--- config.mk ---
export PLATFORM = sky130hd
export DESIGN_NAME = source_text_lexer
export DESIGN_NICKNAME = d
export VERILOG_FILES = /design/src/sv/slx_pkg.sv /design/src/sv/slx_class.sv /design/src/sv/slx_core.sv /design/src/sv/slx_outq.sv /design/src/sv/source_text_lexer.sv
export SDC_FILE = /design/constraint.sdc
export NUM_CORES = 1
export LEC_CHECK = 0
export ABC_AREA = 0
export BUFFER_PORTS_ARGS = -buffer_cell sky130_fd_sc_hd__buf_2
export CAP_MARGIN = 10
export CORE_MARGIN = 2
export CORE_UTILIZATION = 55
export CTS_CLUSTER_DIAMETER = 100
export DETAILED_ROUTE_END_ITERATION = 7
export HOLD_SLACK_MARGIN = 0.05
export PLACE_DENSITY = 0.73
export SYNTH_ARGS = -nofsm -noshare
export SYNTH_HDL_FRONTEND = slang
export SYNTH_SLANG_ARGS = --single-unit
export TNS_END_PERCENT = 5
--- constraint.sdc ---
create_clock -name clk -period 5.57 [get_ports clk]
set_input_delay 0.2785 -clock clk [delete_from_list [all_inputs] [get_ports clk]]
set_output_delay 0.2785 -clock clk [all_outputs]
set_load 0.01 [all_outputs]
--- src/sv/slx_pkg.sv ---
package slx_pkg;

  localparam int LINE_OUT_W  = 16;
  localparam int OUT_TDATA_W = 32;
  localparam int QUEUE_DEPTH = 4;
  localparam int QPTR_W      = $clog2(QUEUE_DEPTH);
  localparam int QCNT_W      = $clog2(QUEUE_DEPTH + 1);

  localparam logic [7:0] CH_BACKSLASH = 8'h5c;
  localparam logic [7:0] CH_LOWER_R   = 8'h72;
  localparam logic [7:0] CH_LOWER_N   = 8'h6e;
  localparam logic [7:0] CH_DOT       = 8'h2e;
  localparam logic [7:0] CH_UNDER     = 8'h5f;
  localparam logic [7:0] CH_CR        = 8'h0d;
  localparam logic [7:0] CH_LF        = 8'h0a;
  localparam logic [7:0] CH_QUOTE     = 8'h22;
  localparam logic [7:0] CH_SPACE     = 8'h20;
  localparam logic [7:0] CH_TAB       = 8'h09;

  localparam logic [2:0] KIND_IDENT  = 3'd0;
  localparam logic [2:0] KIND_NUMBER = 3'd1;
  localparam logic [2:0] KIND_STRING = 3'd2;
  localparam logic [2:0] KIND_PUNCT  = 3'd3;
  localparam logic [2:0] KIND_END    = 3'd4;
  localparam logic [2:0] KIND_ERROR  = 3'd5;

  typedef enum logic [2:0] {
    MODE_IDLE,
    MODE_IDENT,
    MODE_NUMBER,
    MODE_STRING,
    MODE_ESCAPE,
    MODE_ERROR
  } mode_t;

  typedef struct packed {
    logic alpha;      // letter or underscore
    logic digit;
    logic dot;
    logic quote;
    logic backslash;
    logic blank;      // space or tab
    logic newline;    // CR or LF
    logic punct;
    logic lower_r;
    logic lower_n;
  } char_class_t;

  typedef struct packed {
    logic [2:0]            kind;
    logic [7:0]            ch;
    logic                  valid;
    logic                  first;
    logic                  last;
    logic [LINE_OUT_W-1:0] line;
  } result_t;

  typedef struct packed {
    logic [1:0] count;
    result_t    r0;
    result_t    r1;
  } step_out_t;

endpackage

--- src/sv/slx_class.sv ---
module slx_class (
  input  logic [7:0]           ch,
  output slx_pkg::char_class_t cls
);

  always_comb begin
    cls           = '0;
    cls.alpha     = (ch >= 8'h61 && ch <= 8'h7a) || (ch >= 8'h41 && ch <= 8'h5a) ||
                    (ch == slx_pkg::CH_UNDER);
    cls.digit     = (ch >= 8'h30 && ch <= 8'h39);
    cls.dot       = (ch == slx_pkg::CH_DOT);
    cls.quote     = (ch == slx_pkg::CH_QUOTE);
    cls.backslash = (ch == slx_pkg::CH_BACKSLASH);
    cls.blank     = (ch == slx_pkg::CH_SPACE) || (ch == slx_pkg::CH_TAB);
    cls.newline   = (ch == slx_pkg::CH_CR) || (ch == slx_pkg::CH_LF);
    cls.lower_r   = (ch == slx_pkg::CH_LOWER_R);
    cls.lower_n   = (ch == slx_pkg::CH_LOWER_N);
    unique case (ch) inside
      8'h2b, 8'h2d, 8'h2a, 8'h2f, 8'h25, 8'h3d, 8'h28, 8'h29, 8'h7b,
      8'h7d, 8'h3e, 8'h3c, 8'h2c, 8'h24, 8'h3a, 8'h5b, 8'h5d, 8'h3b: cls.punct = 1'b1;
      default: cls.punct = 1'b0;
    endcase
  end

endmodule

--- src/sv/slx_core.sv ---
module slx_core #(
  parameter int LINE_BITS = 16
) (
  input  logic                 clk,
  input  logic                 rst,
  input  logic                 fire,
  input  logic [7:0]           in_byte,
  input  logic                 end_of_input,
  output slx_pkg::step_out_t   step
);

  localparam logic [LINE_BITS-1:0] LINE_ONE = LINE_BITS'(1);
  localparam logic [LINE_BITS-1:0] LINE_MAX = '1;

  slx_pkg::mode_t          mode, mode_next;
  logic [7:0]              held_char, held_char_next;
  logic                    held_valid, held_valid_next;
  logic                    held_first, held_first_next;
  logic [LINE_BITS-1:0]    tok_line, tok_line_next;
  logic [LINE_BITS-1:0]    line_count, line_count_next;

  slx_pkg::char_class_t    cls;
  slx_pkg::mode_t          idle_target;
  slx_pkg::result_t        res_a, res_b, held_res;
  logic                    a_v, b_v, do_idle;
  logic [7:0]              str_char;
  logic [slx_pkg::LINE_OUT_W-1:0] tok16, line16;

  slx_class u_class (
    .ch  (in_byte),
    .cls (cls)
  );

  assign tok16    = (slx_pkg::LINE_OUT_W)'(tok_line);
  assign line16   = (slx_pkg::LINE_OUT_W)'(line_count);
  assign str_char = (mode == slx_pkg::MODE_ESCAPE) ?
                    (cls.lower_r ? slx_pkg::CH_CR : slx_pkg::CH_LF) : in_byte;

  always_comb begin
    if (cls.alpha)
      idle_target = slx_pkg::MODE_IDENT;
    else if (cls.digit || cls.dot)
      idle_target = slx_pkg::MODE_NUMBER;
    else if (cls.quote)
      idle_target = slx_pkg::MODE_STRING;
    else if (cls.blank || cls.newline || cls.punct)
      idle_target = slx_pkg::MODE_IDLE;
    else
      idle_target = slx_pkg::MODE_ERROR;
  end

  // next mode
  always_comb begin
    mode_next = mode;
    if (end_of_input) begin
      mode_next = slx_pkg::MODE_IDLE;
    end else begin
      unique case (mode)
        slx_pkg::MODE_IDENT:  mode_next = (cls.alpha || cls.digit) ? mode : idle_target;
        slx_pkg::MODE_NUMBER: mode_next = (cls.digit || cls.dot) ? mode : idle_target;
        slx_pkg::MODE_STRING: begin
          if (cls.quote)
            mode_next = slx_pkg::MODE_IDLE;
          else if (cls.backslash)
            mode_next = slx_pkg::MODE_ESCAPE;
        end
        slx_pkg::MODE_ESCAPE: mode_next = (cls.lower_r || cls.lower_n) ?
                                          slx_pkg::MODE_STRING : slx_pkg::MODE_ERROR;
        slx_pkg::MODE_ERROR:  mode_next = slx_pkg::MODE_ERROR;
        slx_pkg::MODE_IDLE:   mode_next = idle_target;
        default:              mode_next = slx_pkg::MODE_IDLE;
      endcase
    end
  end

  // results and data state; slot a is the held character (or an empty string),
  // slot b a punctuation, end or error token, which always comes after it
  always_comb begin
    held_res.kind  = (mode == slx_pkg::MODE_IDENT)  ? slx_pkg::KIND_IDENT :
                     (mode == slx_pkg::MODE_NUMBER) ? slx_pkg::KIND_NUMBER :
                                                      slx_pkg::KIND_STRING;
    held_res.ch    = held_char;
    held_res.valid = 1'b1;
    held_res.first = held_first;
    held_res.last  = 1'b0;
    held_res.line  = tok16;

    res_a           = held_res;
    a_v             = 1'b0;
    res_b.kind      = slx_pkg::KIND_END;
    res_b.ch        = 8'h00;
    res_b.valid     = 1'b0;
    res_b.first     = 1'b1;
    res_b.last      = 1'b1;
    res_b.line      = line16;
    b_v             = 1'b0;
    do_idle         = 1'b0;
    held_char_next  = held_char;
    held_valid_next = held_valid;
    held_first_next = held_first;
    tok_line_next   = tok_line;
    line_count_next = line_count;

    if (end_of_input) begin
      unique case (mode) inside
        slx_pkg::MODE_IDENT, slx_pkg::MODE_NUMBER: begin
          a_v        = held_valid;
          res_a.last = 1'b1;
          b_v        = 1'b1;
        end
        slx_pkg::MODE_STRING: begin
          a_v        = 1'b1;
          res_a.last = 1'b1;
          if (!held_valid) begin
            res_a.ch    = 8'h00;
            res_a.valid = 1'b0;
            res_a.first = 1'b1;
          end
          b_v = 1'b1;
        end
        slx_pkg::MODE_ESCAPE: begin
          b_v        = 1'b1;
          res_b.kind = slx_pkg::KIND_ERROR;
        end
        slx_pkg::MODE_ERROR: ;
        default: b_v = 1'b1;
      endcase
      held_char_next  = 8'h00;
      held_valid_next = 1'b0;
      held_first_next = 1'b0;
      tok_line_next   = LINE_ONE;
      line_count_next = LINE_ONE;
    end else begin
      unique case (mode) inside
        slx_pkg::MODE_IDENT, slx_pkg::MODE_NUMBER: begin
          a_v = held_valid;
          if ((mode == slx_pkg::MODE_IDENT) ? (cls.alpha || cls.digit) :
              (cls.digit || cls.dot)) begin
            held_char_next  = in_byte;
            held_valid_next = 1'b1;
            held_first_next = 1'b0;
          end else begin
            res_a.last      = 1'b1;
            held_valid_next = 1'b0;
            do_idle         = 1'b1;
          end
        end
        slx_pkg::MODE_STRING, slx_pkg::MODE_ESCAPE: begin
          if (mode == slx_pkg::MODE_STRING && cls.quote) begin
            a_v        = 1'b1;
            res_a.last = 1'b1;
            if (!held_valid) begin
              res_a.ch    = 8'h00;
              res_a.valid = 1'b0;
              res_a.first = 1'b1;
            end
            held_valid_next = 1'b0;
          end else if (mode == slx_pkg::MODE_STRING && cls.backslash) begin
            a_v = 1'b0;
          end else if (mode == slx_pkg::MODE_STRING || cls.lower_r || cls.lower_n) begin
            a_v             = held_valid;
            held_char_next  = str_char;
            held_valid_next = 1'b1;
            held_first_next = !held_valid;
          end else begin
            // unknown escape
            b_v             = 1'b1;
            res_b.kind      = slx_pkg::KIND_ERROR;
            held_char_next  = 8'h00;
            held_valid_next = 1'b0;
            held_first_next = 1'b0;
          end
        end
        slx_pkg::MODE_ERROR: ;
        default: do_idle = 1'b1;
      endcase

      if (do_idle) begin
        if (cls.alpha || cls.digit || cls.dot) begin
          tok_line_next   = line_count;
          held_char_next  = in_byte;
          held_valid_next = 1'b1;
          held_first_next = 1'b1;
        end else if (cls.quote) begin
          tok_line_next   = line_count;
          held_valid_next = 1'b0;
          held_first_next = 1'b0;
        end else if (cls.blank) begin
          held_valid_next = held_valid_next;
        end else if (cls.newline) begin
          if (line_count != LINE_MAX)
            line_count_next = line_count + LINE_ONE;
        end else if (cls.punct) begin
          b_v         = 1'b1;
          res_b.kind  = slx_pkg::KIND_PUNCT;
          res_b.ch    = in_byte;
          res_b.valid = 1'b1;
        end else begin
          b_v             = 1'b1;
          res_b.kind      = slx_pkg::KIND_ERROR;
          held_char_next  = 8'h00;
          held_valid_next = 1'b0;
          held_first_next = 1'b0;
        end
      end
    end

    step.count = {1'b0, a_v} + {1'b0, b_v};
    step.r0    = a_v ? res_a : res_b;
    step.r1    = res_b;
  end

  always_ff @(posedge clk) begin
    if (rst) begin
      mode       <= slx_pkg::MODE_IDLE;
      held_char  <= 8'h00;
      held_valid <= 1'b0;
      held_first <= 1'b0;
      tok_line   <= LINE_ONE;
      line_count <= LINE_ONE;
    end else if (fire) begin
      mode       <= mode_next;
      held_char  <= held_char_next;
      held_valid <= held_valid_next;
      held_first <= held_first_next;
      tok_line   <= tok_line_next;
      line_count <= line_count_next;
    end
  end

  a_eoi_resets: assert property (@(posedge clk) disable iff (rst)
    fire && end_of_input |=> line_count == LINE_ONE && mode == slx_pkg::MODE_IDLE)
    else $error("end of input did not return the lexer to idle");

  a_error_silent: assert property (@(posedge clk) disable iff (rst)
    fire && !end_of_input && mode == slx_pkg::MODE_ERROR |-> step.count == 2'd0)
    else $error("result produced while in error");

  a_held_mode: assert property (@(posedge clk) disable iff (rst)
    held_valid |-> mode == slx_pkg::MODE_IDENT || mode == slx_pkg::MODE_NUMBER ||
                   mode == slx_pkg::MODE_STRING || mode == slx_pkg::MODE_ESCAPE)
    else $error("held character outside a token");

endmodule

--- src/sv/slx_outq.sv ---
module slx_outq (
  input  logic               clk,
  input  logic               rst,
  input  logic               push_en,
  input  slx_pkg::step_out_t push,
  output logic               room,
  output logic               out_valid,
  input  logic               out_ready,
  output slx_pkg::result_t   out_res
);

  slx_pkg::result_t                mem [slx_pkg::QUEUE_DEPTH];
  logic [slx_pkg::QPTR_W-1:0]      wr_ptr, rd_ptr;
  logic [slx_pkg::QCNT_W-1:0]      count;
  logic [1:0]                      push_n;
  logic                            pop;

  assign push_n    = push_en ? push.count : 2'd0;
  assign out_valid = (count != '0);
  assign pop       = out_valid && out_ready;
  assign room      = (count <= (slx_pkg::QCNT_W)'(slx_pkg::QUEUE_DEPTH - 2));
  assign out_res   = mem[rd_ptr];

  always_ff @(posedge clk) begin
    if (push_n != 2'd0)
      mem[wr_ptr] <= push.r0;
    if (push_n == 2'd2)
      mem[wr_ptr + (slx_pkg::QPTR_W)'(1)] <= push.r1;
  end

  always_ff @(posedge clk) begin
    if (rst) begin
      wr_ptr <= '0;
      rd_ptr <= '0;
      count  <= '0;
    end else begin
      wr_ptr <= wr_ptr + (slx_pkg::QPTR_W)'(push_n);
      rd_ptr <= rd_ptr + (slx_pkg::QPTR_W)'(pop);
      count  <= count + (slx_pkg::QCNT_W)'(push_n) - (slx_pkg::QCNT_W)'(pop);
    end
  end

  a_no_overflow: assert property (@(posedge clk) disable iff (rst)
    count <= (slx_pkg::QCNT_W)'(slx_pkg::QUEUE_DEPTH))
    else $error("result queue overflow");

  a_pair_room: assert property (@(posedge clk) disable iff (rst)
    push_n == 2'd2 |-> count <= (slx_pkg::QCNT_W)'(slx_pkg::QUEUE_DEPTH - 2))
    else $error("two results pushed without room");

  a_drain: assert property (@(posedge clk) disable iff (rst)
    pop && count == (slx_pkg::QCNT_W)'(1) && push_n == 2'd0 |=> !out_valid)
    else $error("queue not empty after last transfer");

endmodule

--- src/sv/source_text_lexer.sv ---
// channel | dir | tdata                         | tuser         | tlast
// s_*     | in  | [7:0] in_byte                 | -             | end_of_input
// m_*     | out | [7:0] char_value, [8] valid,  | [2:0] kind    | last_of_token
//         |     | [9] first, [25:10] start_line |               |
//
// One byte is taken per cycle while s_tready is high; it produces zero, one or
// two results in the same cycle, written into a 4-entry result queue.
// A byte is accepted while the queue has room for two results; the queue hands
// its results to the output side one at a time.
// Synchronous reset clears the lexer state and empties the queue.
// Output stalls back up into s_tready once the queue holds more than two.
module source_text_lexer #(
  parameter int LINE_BITS = 16
) (
  input  logic        clk,
  input  logic        rst,
  input  logic        s_tvalid,
  output logic        s_tready,
  input  logic [7:0]  s_tdata,   // [7:0] in_byte
  input  logic        s_tlast,   // end_of_input
  output logic        m_tvalid,
  input  logic        m_tready,
  output logic [31:0] m_tdata,   // [7:0] char_value, [8] char_valid,
                                 // [9] first_of_token, [25:10] start_line
  output logic [2:0]  m_tuser,   // [2:0] token_kind
  output logic        m_tlast    // last_of_token
);

  slx_pkg::step_out_t step;
  slx_pkg::result_t   head;
  logic               room;
  logic               fire;

  assign s_tready = room;
  assign fire     = s_tvalid && room;

  slx_core #(
    .LINE_BITS (LINE_BITS)
  ) u_core (
    .clk          (clk),
    .rst          (rst),
    .fire         (fire),
    .in_byte      (s_tdata),
    .end_of_input (s_tlast),
    .step         (step)
  );

  slx_outq u_outq (
    .clk       (clk),
    .rst       (rst),
    .push_en   (fire),
    .push      (step),
    .room      (room),
    .out_valid (m_tvalid),
    .out_ready (m_tready),
    .out_res   (head)
  );

  assign m_tdata = {6'b0, head.line, head.first, head.valid, head.ch};
  assign m_tuser = head.kind;
  assign m_tlast = head.last;

endmodule

### After elaboration in Yosys (flattened, before gate mapping)

Memories as Yosys holds them, arrays and structs flattened. A register that Yosys moved wholly into a read port is not among the register bits.
Cells that the tools add are included.

| storage, ports and cells | value |
|---|---|
| flip-flop bits (word level) | 52 |
| bits in writable memories | 120 |
| input port bits | 13 |
| output and inout port bits | 38 |
| word-level logic and storage cells | 212 |
| memories kept | 1 |

Memories:

| memory | words | bits a word | read ports | clocked after Yosys merged registers in | write ports | line | text |
|---|---|---|---|---|---|---|---|
| u_outq.mem | 4 | 30 | 1 | 1 | 2 | slx_outq.sv:12 | `slx_pkg::result_t mem [slx_pkg::QUEUE_DEPTH];` |

| cells by class | value |
|---|---|
| add/sub/neg operators | 7 |
| $lt $le $gt $ge | 7 |
| equality and inequality tests | 41 |
| muxes and demuxes | 112 |
| reductions and logical operators | 35 |

Operators by type and width:

| operator | number |
|---|---|
| $mux W16 | 11 |
| $eq A8 B6 Y1 const B | 17 |
| $mux W8 | 12 |
| $eq A8 B7 Y1 const B | 8 |
| $mux W12 | 5 |
| $mux W3 | 17 |
| $mux W1 | 48 |
| $mux W10 | 3 |
| $mux W30 | 1 |
| $eq A8 B4 Y1 const B | 3 |
| $mux W11 | 2 |
| $mux W9 | 2 |
| $pmux W3 S6 | 1 |
| $reduce_or A18 Y1 | 1 |
| $add A16 B1 Y16 const B | 1 |
| $ge A8 B7 Y1 const B | 2 |
| $le A8 B7 Y1 const B | 2 |
| $ne A16 B16 Y1 const B | 1 |
| $pmux W8 S2 | 1 |
| $logic_or A1 B1 Y1 | 12 |
| $pmux W1 S2 | 6 |
| $ge A8 B6 Y1 const B | 1 |
| $le A8 B6 Y1 const B | 1 |
| $reduce_bool A2 Y1 | 4 |
| 24 further kinds | 40 |

### Logic depth before layout (Yosys ltp)

Gate-level depths: netlist of run 1.

| depth | value |
|---|---|
| depth in word-level cells | 18 |
| mapped depth | 17 |

### Hierarchy

From an unflattened synthesis of run 1, not the netlist that was laid out.

| unflattened totals | value |
|---|---|
| cells, all modules | 805 |
| area total of the unflattened synthesis | 9427.8 um^2 |

Modules (own cells, without submodules):

| module | instances | cells an instance | area an instance (um^2) | sequential area each (um^2) |
|---|---|---|---|---|
| slx_outq | 1 | 346 | 6211.0 | 3743.6 |
| slx_core | 1 | 407 | 2906.5 | 900.9 |
| slx_class | 1 | 44 | 255.2 | 0.0 |
| source_text_lexer | 1 | 8 | 55.1 | 0.0 |

### Worst setup path after synthesis of run 1

No wires, ideal clock.

| path | value |
|---|---|
| kind | input-to-reg |
| start point | in s_tdata[4] |
| end point | mem u_outq.mem[1][0] (netlist bit) (enable) |
| arrival time | 4595 ps |
| slack | 523 ps |
| cell stages on the path | 11 |
| cells stage by stage | buf_4 > nor4b_4 > nand4_1 > a31oi_1 > a2111oi_2 > nor3_1 > a31oi_1 > ha_1 > nor2b_1 > a21oi_1 > nor3_1 |

RTL lines:

| item | line | text |
|---|---|---|
| start: declaration | source_text_lexer.sv:19 | `input logic [7:0] s_tdata,` |
| end: declaration | slx_outq.sv:12 |  |

==> results.py, run 1 <==
metrics = {
    "status": {
        "status": "complete, no violations",
    },
    "yosys": {
        "ys_seq_area_share_pct": 51.79,
        "synth-main-ff-cell": "edfxtp_1",
        "synth_area_leader_cell": "edfxtp_1",
        "syn_inst": 760,
        "syn_area_per_cell_sq_um": 11.60,
        "synth_edf_count": 112,
        "ys_async_sr_fraction_pct": 0,
        "ys_seq_elements": 172,
        "synth_top_cell_area_share_pct": 38.16,
        "synth_cell_types": 77,
        "synth_area_leaders": "edfxtp_1, dfxtp_1, a22o_1",
        "yosys_warnings": 0,
        "netlist_area_sq_um": 8813,
    },
    "power": {
        "ir_drop_v": 0.0002539,
        "p_leak_nw": 3.340,
        "p_per_area_nw_per_um2": 368.1,
    },
    "worst_setup_path": {
        "worstSetupEndpointType": "flip-flop",
        "worstSetupPathDepth": 13,
        "cp_top_family": "simple AND/OR/NAND/NOR gates",
        "endpoint": "u_outq.mem[0][22]",
        "cp_cell_sequence": "or3b_1, a2111o_1, o22ai_2, o21ai_2, and2_1, clkinv_4, ha_1, nor2_1, or3_1, nor2_1, a31o_2, and2_1, a22o_1",
        "r2r.worst_path.cells": 13,
        "r2r_end": "u_outq.mem[0][22]",
        "setup.worst_path.start": "u_core.mode[1]",
        "worstPathRequired_ns": 5.86,
        "reg2reg_slack_ns": 1.06,
        "path_max_fanout": 20,
        "timing.rr.start": "u_core.mode[1]",
        "path_class": "reg -> reg",
        "start_kind": "flip-flop",
        "cp_num_buf_inv": 1,
        "critical-path-max-stage-delay_ns": 0.71,
        "crit_slowest_cell": "dfxtp_1",
        "cp.arrival_ns": 4.80,
    },
    "grt": {
        "grt_pass1_wl_microns": 34550,
        "grt_max_degree": 31,
        "antenna_found_initial": 0,
        "grt_usage_pct": 26.78,
        "first_global_vias": 6247,
        "gr-total-overflow": 0,
    },
    "placed_design": {
        "placed_cell_area_sq_um": 9161,
        "dp_slack_ns": 0.8369,
        "place_congestion": 0.9950,
        "io_buffers": 44,
        "dpl.hpwl_microns": 14870,
    },
    "timing": {
        "final-setup-viol-count": 0,
        "period_share_pct": 80.91,
        "fin_crit_ns": 4.507,
        "finalHoldViolCount": 0,
        "fmax_ghz": 0.2219,
        "slew_headroom_pct": 37.92,
        "worst_slack_ns": 1.063,
        "maxSlewViolCount": 0,
        "rsz0062_at_grt": "false",
        "tns_ns": 0,
        "worst_pin_slew_ns": 0.9301,
        "skew_ns": 0.007703,
    },
    "layout": {
        "nNetsFinal": 794,
        "final_util_pct": 61.78,
        "final_area_sq_um": 9743,
        "syn_to_final_growth_pct": 10.55,
        "antenna_cells": 0,
        "n_fill_cell": 1253,
        "drive_above_1_share_pct": 18.58,
    },
    "worst_hold_path": {
        "hp-class": "in -> reg",
        "hold-path-cell-count": 3,
        "hp-start": "s_tdata[5]",
    },
    "routing": {
        "drt_iter0_drc": 736,
        "wl_per_cell_microns": 22.01,
        "drtPass1Iterations": 5,
        "vias": 6595,
        "routed_wl_microns": 22060,
        "via_per_inst": 6.582,
        "ant_nets": 0,
        "route.detailed.drc": 0,
    },
    "clock_tree": {
        "cts_setup_buffers": 0,
        "cts_made_buffers": 17,
        "cts_root_buf": "clkbuf_16",
        "cts_tree": "yes",
        "cts_resized": 0,
        "clock_path_buffers": 2,
        "cts_sinks": 172,
        "clkTransAtPathRegs_ns": 0.07,
        "clock_latency_ns": 0.43,
        "cts_hold_buf": 0,
        "cts-htree-levels": 4,
    },
    "floorplan": {
        "die-height_microns": 130.6,
        "die_x_microns": 130.6,
        "start_util_pct": 55.89,
        "row_count": 46,
        "core_sq_um": 15770,
        "io_pins": 51,
        "dieArea_sq_um": 17050,
    },
    "job": {
        "max_cap_viol_count": 0,
    },
}
[cell type report]
cell class	count	area, sq um	area share, %
clock buffers	26	533.0	5.471
flip-flops and latches	172	4566	46.86
multi-input cells	495	3850	39.51
repair buffers	61	372.9	3.827
inverters	26	102.6	1.053
clock inverters	6	48.80	0.5008
well taps	216	270.3	2.774
[state kept, by name (all words and copies together), names as in the netlist]
name / flops
u_core.held_valid: 1
u_core.tok16: 16
u_core.mode: 3
u_core.held_char: 8
u_outq.mem: 120
u_core.held_first: 1
u_outq.count: 3
u_core.line16: 16
u_outq.rd_ptr: 2
u_outq.wr_ptr: 2
[cells in the mapped netlist (all sizes together) (6+ instances only)]
| cell | number |
|---|---|
| a211oi | 8 |
| a21oi | 22 |
| a22o | 110 |
| a31oi | 7 |
| and2 | 10 |
| and3 | 6 |
| buf | 37 |
| clkbuf | 35 |
| dfxtp | 60 |
| edfxtp | 112 |
| ha | 7 |
| inv | 25 |
| mux4 | 30 |
| nand2 | 33 |
| nand3 | 18 |
| nand3b | 6 |
| nand4 | 8 |
| nor2 | 68 |
| nor2b | 9 |
| nor3 | 16 |
| o211ai | 8 |
| o21ai | 22 |
| o22ai | 7 |
| or2 | 9 |
| or3 | 7 |
| xnor2 | 7 |
| xor2 | 10 |
[tightest hold or removal path, delay by kind of cell]
family | cells | cell delay, ns
buffers and inverters | 1 | 0.17
AOI/OAI and AO/OA | 1 | 0.05
and+or+nand+nor | 1 | 0.09
[logic make-up (layout without fill, tap and decap cells)]
family	count (synthesis)	count (layout)	share of synthesized area (%)
other cells	1	6	0.04255
simple gates	210	210	12.28
compound gates	223	223	20.22
flops	172	172	51.79
buf+inv	98	119	4.983
mux	31	31	7.780
xor+xnor	17	17	1.689
fa+ha+maj	8	8	1.221
[layout by cell type, fill, tap and decap left out, types with 4 or more instances in the layout]
cell type and n:
nand3b_1 6, xor2_1 10, clkbuf_1 5, dfxtp_1 59, a211oi_1 7, inv_1 25, nor3b_1 4, buf_4 15
nand4_1 8, nor2b_1 9, o21ai_0 19, a22oi_1 5, nand2_1 33, clkbuf_16 20, o21bai_1 4, buf_2 44
nor2_1 65, ha_1 7, nand3_1 18, edfxtp_1 112, a22o_1 110, or3_1 7, or2_2 7, o211ai_1 8
a31oi_1 7, nor3_1 15, conb_1 6, o22ai_1 6, a21oi_1 20, mux4_2 30, and3_1 6, xnor2_1 7
and2_1 10
[report_power, final]
part / total, mW / internal (mW) / switching (mW)
combinational: 0.879 / 0.372 / 0.507
clock: 1.16 / 0.668 / 0.488
sequential: 1.55 / 1.49 / 0.0630
total: 3.59 / 2.53 / 1.06
[layer usage]
metal	wire, microns	part of all wire [%]	global-route usage [%]	vias to the layer above
li1	-	-	-	2960
met5	0	0	0	-
met2	10590	48	43.17	328
met3	1770	8.0	4.235	28
met1	9454	43	38.33	3279
met4	245	1.1	6.946	0
[stage by stage]
| step | instances | power (mW) | hold WS, ns |
|---|---|---|---|
| 2_1_floorplan | 765 | 2.175 | 0.4438 |
| 3_5_place_dp | 970 | 2.462 | 0.4772 |
| 3_3_place_gp | 970 | 2.429 | 0.4673 |
| 5_1_grt | 1002 | 3.740 | 0.2313 |
| 6_report | 1002 | 3.587 | 0.2195 |
| 4_1_cts | 1002 | 3.597 | 0.2075 |
[worst min path at each step]
stage / endpoint / slack (ns)
floorplan: u_core.held_char[7] / 0.44
global placement: u_core.held_char[7] / 0.47
detailed placement: u_core.held_char[7] / 0.48
CTS: u_core.held_char[5] / 0.21
global route: u_outq.rd_ptr[1] / 0.23
finish: u_core.held_char[5] / 0.22
Note: power is estimated with default switching activity, not from simulation.
==> run 2: changes to the inputs <==
==> constraint.sdc (replaced) <==
create_clock -name clk -period 4.7 [get_ports clk]
set_input_delay 0.235 -clock clk [delete_from_list [all_inputs] [get_ports clk]]
set_output_delay 0.235 -clock clk [all_outputs]
set_load 0.01 [all_outputs]
==> run 2 against run 1 <==
  * Highest routed layer unchanged
  * Sequential share of layout area is 0.40 points lower
  * First-iteration DRC count is 8.2% higher
  * Die area stayed put
  * Largest cell class unchanged
  * Global-route usage is 0.64 points higher
==> results.py, run 2 (synthesized netlist as in run 1, its figures left out) <==
metrics = {
    "power": {
        "pwr-share-seq_pct": 42.4,
        "p_per_area_nw_per_um2": 438.4,
        "p_leak_nw": 3.404,
        "p_clk_share_pct": 32.5,
        "ir_drop_v": 0.0003221,
        "p_sw_share_pct": 29.58,
        "p_sw_mw": 1.274,
        "internal_power_mw": 3.033,
        "combPwrFrac_pct": 25.0,
    },
    "grt": {
        "grt_pass1_wl_microns": 35220,
        "antenna_found_initial": 0,
        "use_met3_pct": 6.067,
        "grt_usage_pct": 27.42,
        "met1_usage_pct": 38.34,
        "first_global_vias": 6542,
        "gr-total-overflow": 0,
        "grtUsageMet2_pct": 42.59,
        "busiest_layer": "met2",
        "grt_max_degree": 31,
    },
    "floorplan": {
        "start_util_pct": 55.89,
        "dieArea_sq_um": 17050,
        "core_sq_um": 15770,
        "row_count": 46,
        "die-height_microns": 130.6,
        "io_pins": 51,
        "die_x_microns": 130.6,
    },
    "layout": {
        "final_cell_mix": "edfxtp_1, a22o_1, nor2_1, dfxtp_1, buf_2",
        "antenna_cells": 0,
        "syn_to_final_growth_pct": 11.50,
        "largest_reg_flops": 120,
        "largest_register": "u_outq.mem",
        "drive_above_1_share_pct": 19.97,
        "nNetsFinal": 804,
        "final_area_sq_um": 9827,
        "final_util_pct": 62.31,
        "n_fill_cell": 1271,
        "final_common_cell": "edfxtp_1",
    },
    "worst_setup_path": {
        "path_class": "reg -> reg",
        "start_kind": "flip-flop",
        "cp.arrival_ns": 4.20,
        "worstPathRequired_ns": 4.88,
        "r2r.worst_path.cells": 13,
        "cp_cell_sequence": "or3b_1, a2111o_1, o22ai_2, o21ai_2, and2_1, clkinv_4, ha_1, nor2_1, or3_1, nor2_1, a31o_2, and2_1, or2_2",
        "worstSetupPathDepth": 13,
        "crit_slowest_cell": "or3b_1",
        "worstSetupEndpointType": "flip-flop",
        "critical-path-max-stage-delay_ns": 0.50,
        "cp_num_buf_inv": 1,
        "path_max_fanout": 9,
        "cp_top_family": "simple AND/OR/NAND/NOR gates",
    },
    "timing": {
        "rsz0062_at_grt": "false",
        "tns_ns": 0,
        "fmax_ghz": 0.2488,
        "period_share_pct": 85.53,
        "maxSlewViolCount": 0,
        "final-setup-viol-count": 0,
        "worst_pin_slew_ns": 0.7768,
        "fin_crit_ns": 4.020,
        "whs_ns": 0.1808,
        "finalHoldViolCount": 0,
        "skew_ns": 0.01068,
        "slew_headroom_pct": 48.09,
    },
    "placed_design": {
        "place_congestion": 0.9242,
        "dpl.hpwl_microns": 14890,
        "io_buffers": 44,
        "placed_cell_area_sq_um": 9230,
    },
    "clock_tree": {
        "cts_hold_buf": 0,
        "clkTransAtPathRegs_ns": 0.07,
        "cts_sinks": 172,
        "clock_latency_ns": 0.43,
        "cts_tree": "yes",
        "cts-htree-levels": 4,
        "cts_root_buf": "clkbuf_16",
        "cts_resized": 0,
        "cts_setup_buffers": 0,
        "clock_path_buffers": 2,
        "cts_made_buffers": 17,
    },
    "routing": {
        "drtPass1Iterations": 6,
        "vias": 6652,
        "routed_wl_microns": 22570,
        "via_per_inst": 6.573,
        "ant_nets": 0,
        "wl_per_cell_microns": 22.30,
        "route.detailed.drc": 0,
        "drt_iter0_drc": 796,
    },
    "job": {
        "max_cap_viol_count": 0,
    },
    "status": {
        "status": "complete, no violations",
    },
    "worst_hold_path": {
        "hold-path-cell-count": 2,
        "hp-class": "in -> reg",
    },
}
## run 2: cell count changes in the layout (fill, tap and decap cells not counted), sizes merged
cell,previous run,this run
buf,61,71
clkinvlp,2,1
clkbuf,26,23
inv,27,30
bufinv,0,1
## run 2: worst reg2reg max path, cell delays in order (launching register included)
cell	delay (ns)
dfxtp_1	0.38
or3b_1	0.51
a2111o_1	0.45
o22ai_2	0.19
o21ai_2	0.10
and2_1	0.26
clkinv_4	0.13
ha_1	0.30
nor2_1	0.21
or3_1	0.21
nor2_1	0.11
a31o_2	0.30
and2_1	0.28
or2_2	0.34
## run 2: per-layer routing
layer  wire [microns]  part of all wire [%]
met1             9729                    43
met2            10690                    47
met3             1703                   7.5
met4              443                   2.0
met5                0                     0
## run 2: power by group through the flow
stage	Sequential, mW	Clock [mW]	Combinational, mW
after floorplan	1.83	0	0.745
after global placement	1.85	0	1.05
after detailed placement	1.86	0	1.08
after CTS	1.83	1.41	1.08
after global routing	1.84	1.47	1.18
final	1.83	1.40	1.08
## run 2: worst paths after layout
| kind | slack [ns] | endpoint | startpoint |
|---|---|---|---|
| worst max-delay path | 0.68 | u_outq.mem[0][18] | u_core.mode[1] |
| worst min-delay path | 0.18 | u_outq.rd_ptr[1] | rst |
| worst min register to register | 0.49 | u_core.held_char[7] | u_core.held_char[7] |
| worst max register to register | 0.68 | u_outq.mem[0][18] | u_core.mode[1] |
## run 2: area by class of cell
class,count,area [sq um],share of cell area (%)
Multi-Input combinational cell,495,3856,39.24
Inverter,26,102.6,1.044
Sequential cell,172,4566,46.46
Tap cell,216,270.3,2.750
Timing Repair Buffer,71,435.4,4.431
Clock inverter,9,97.59,0.9931
Clock buffer,23,499.2,5.080
## run 2: through the flow
stage	total power [mW]	setup slack (ns)	std cells
final	4.308	0.6801	1012
after CTS	4.320	0.7511	1012
after global placement	2.904	0.5128	980
after floorplan	2.578	0.2323	765
after global routing	4.488	0.4785	1012
after detailed placement	2.937	0.3851	980
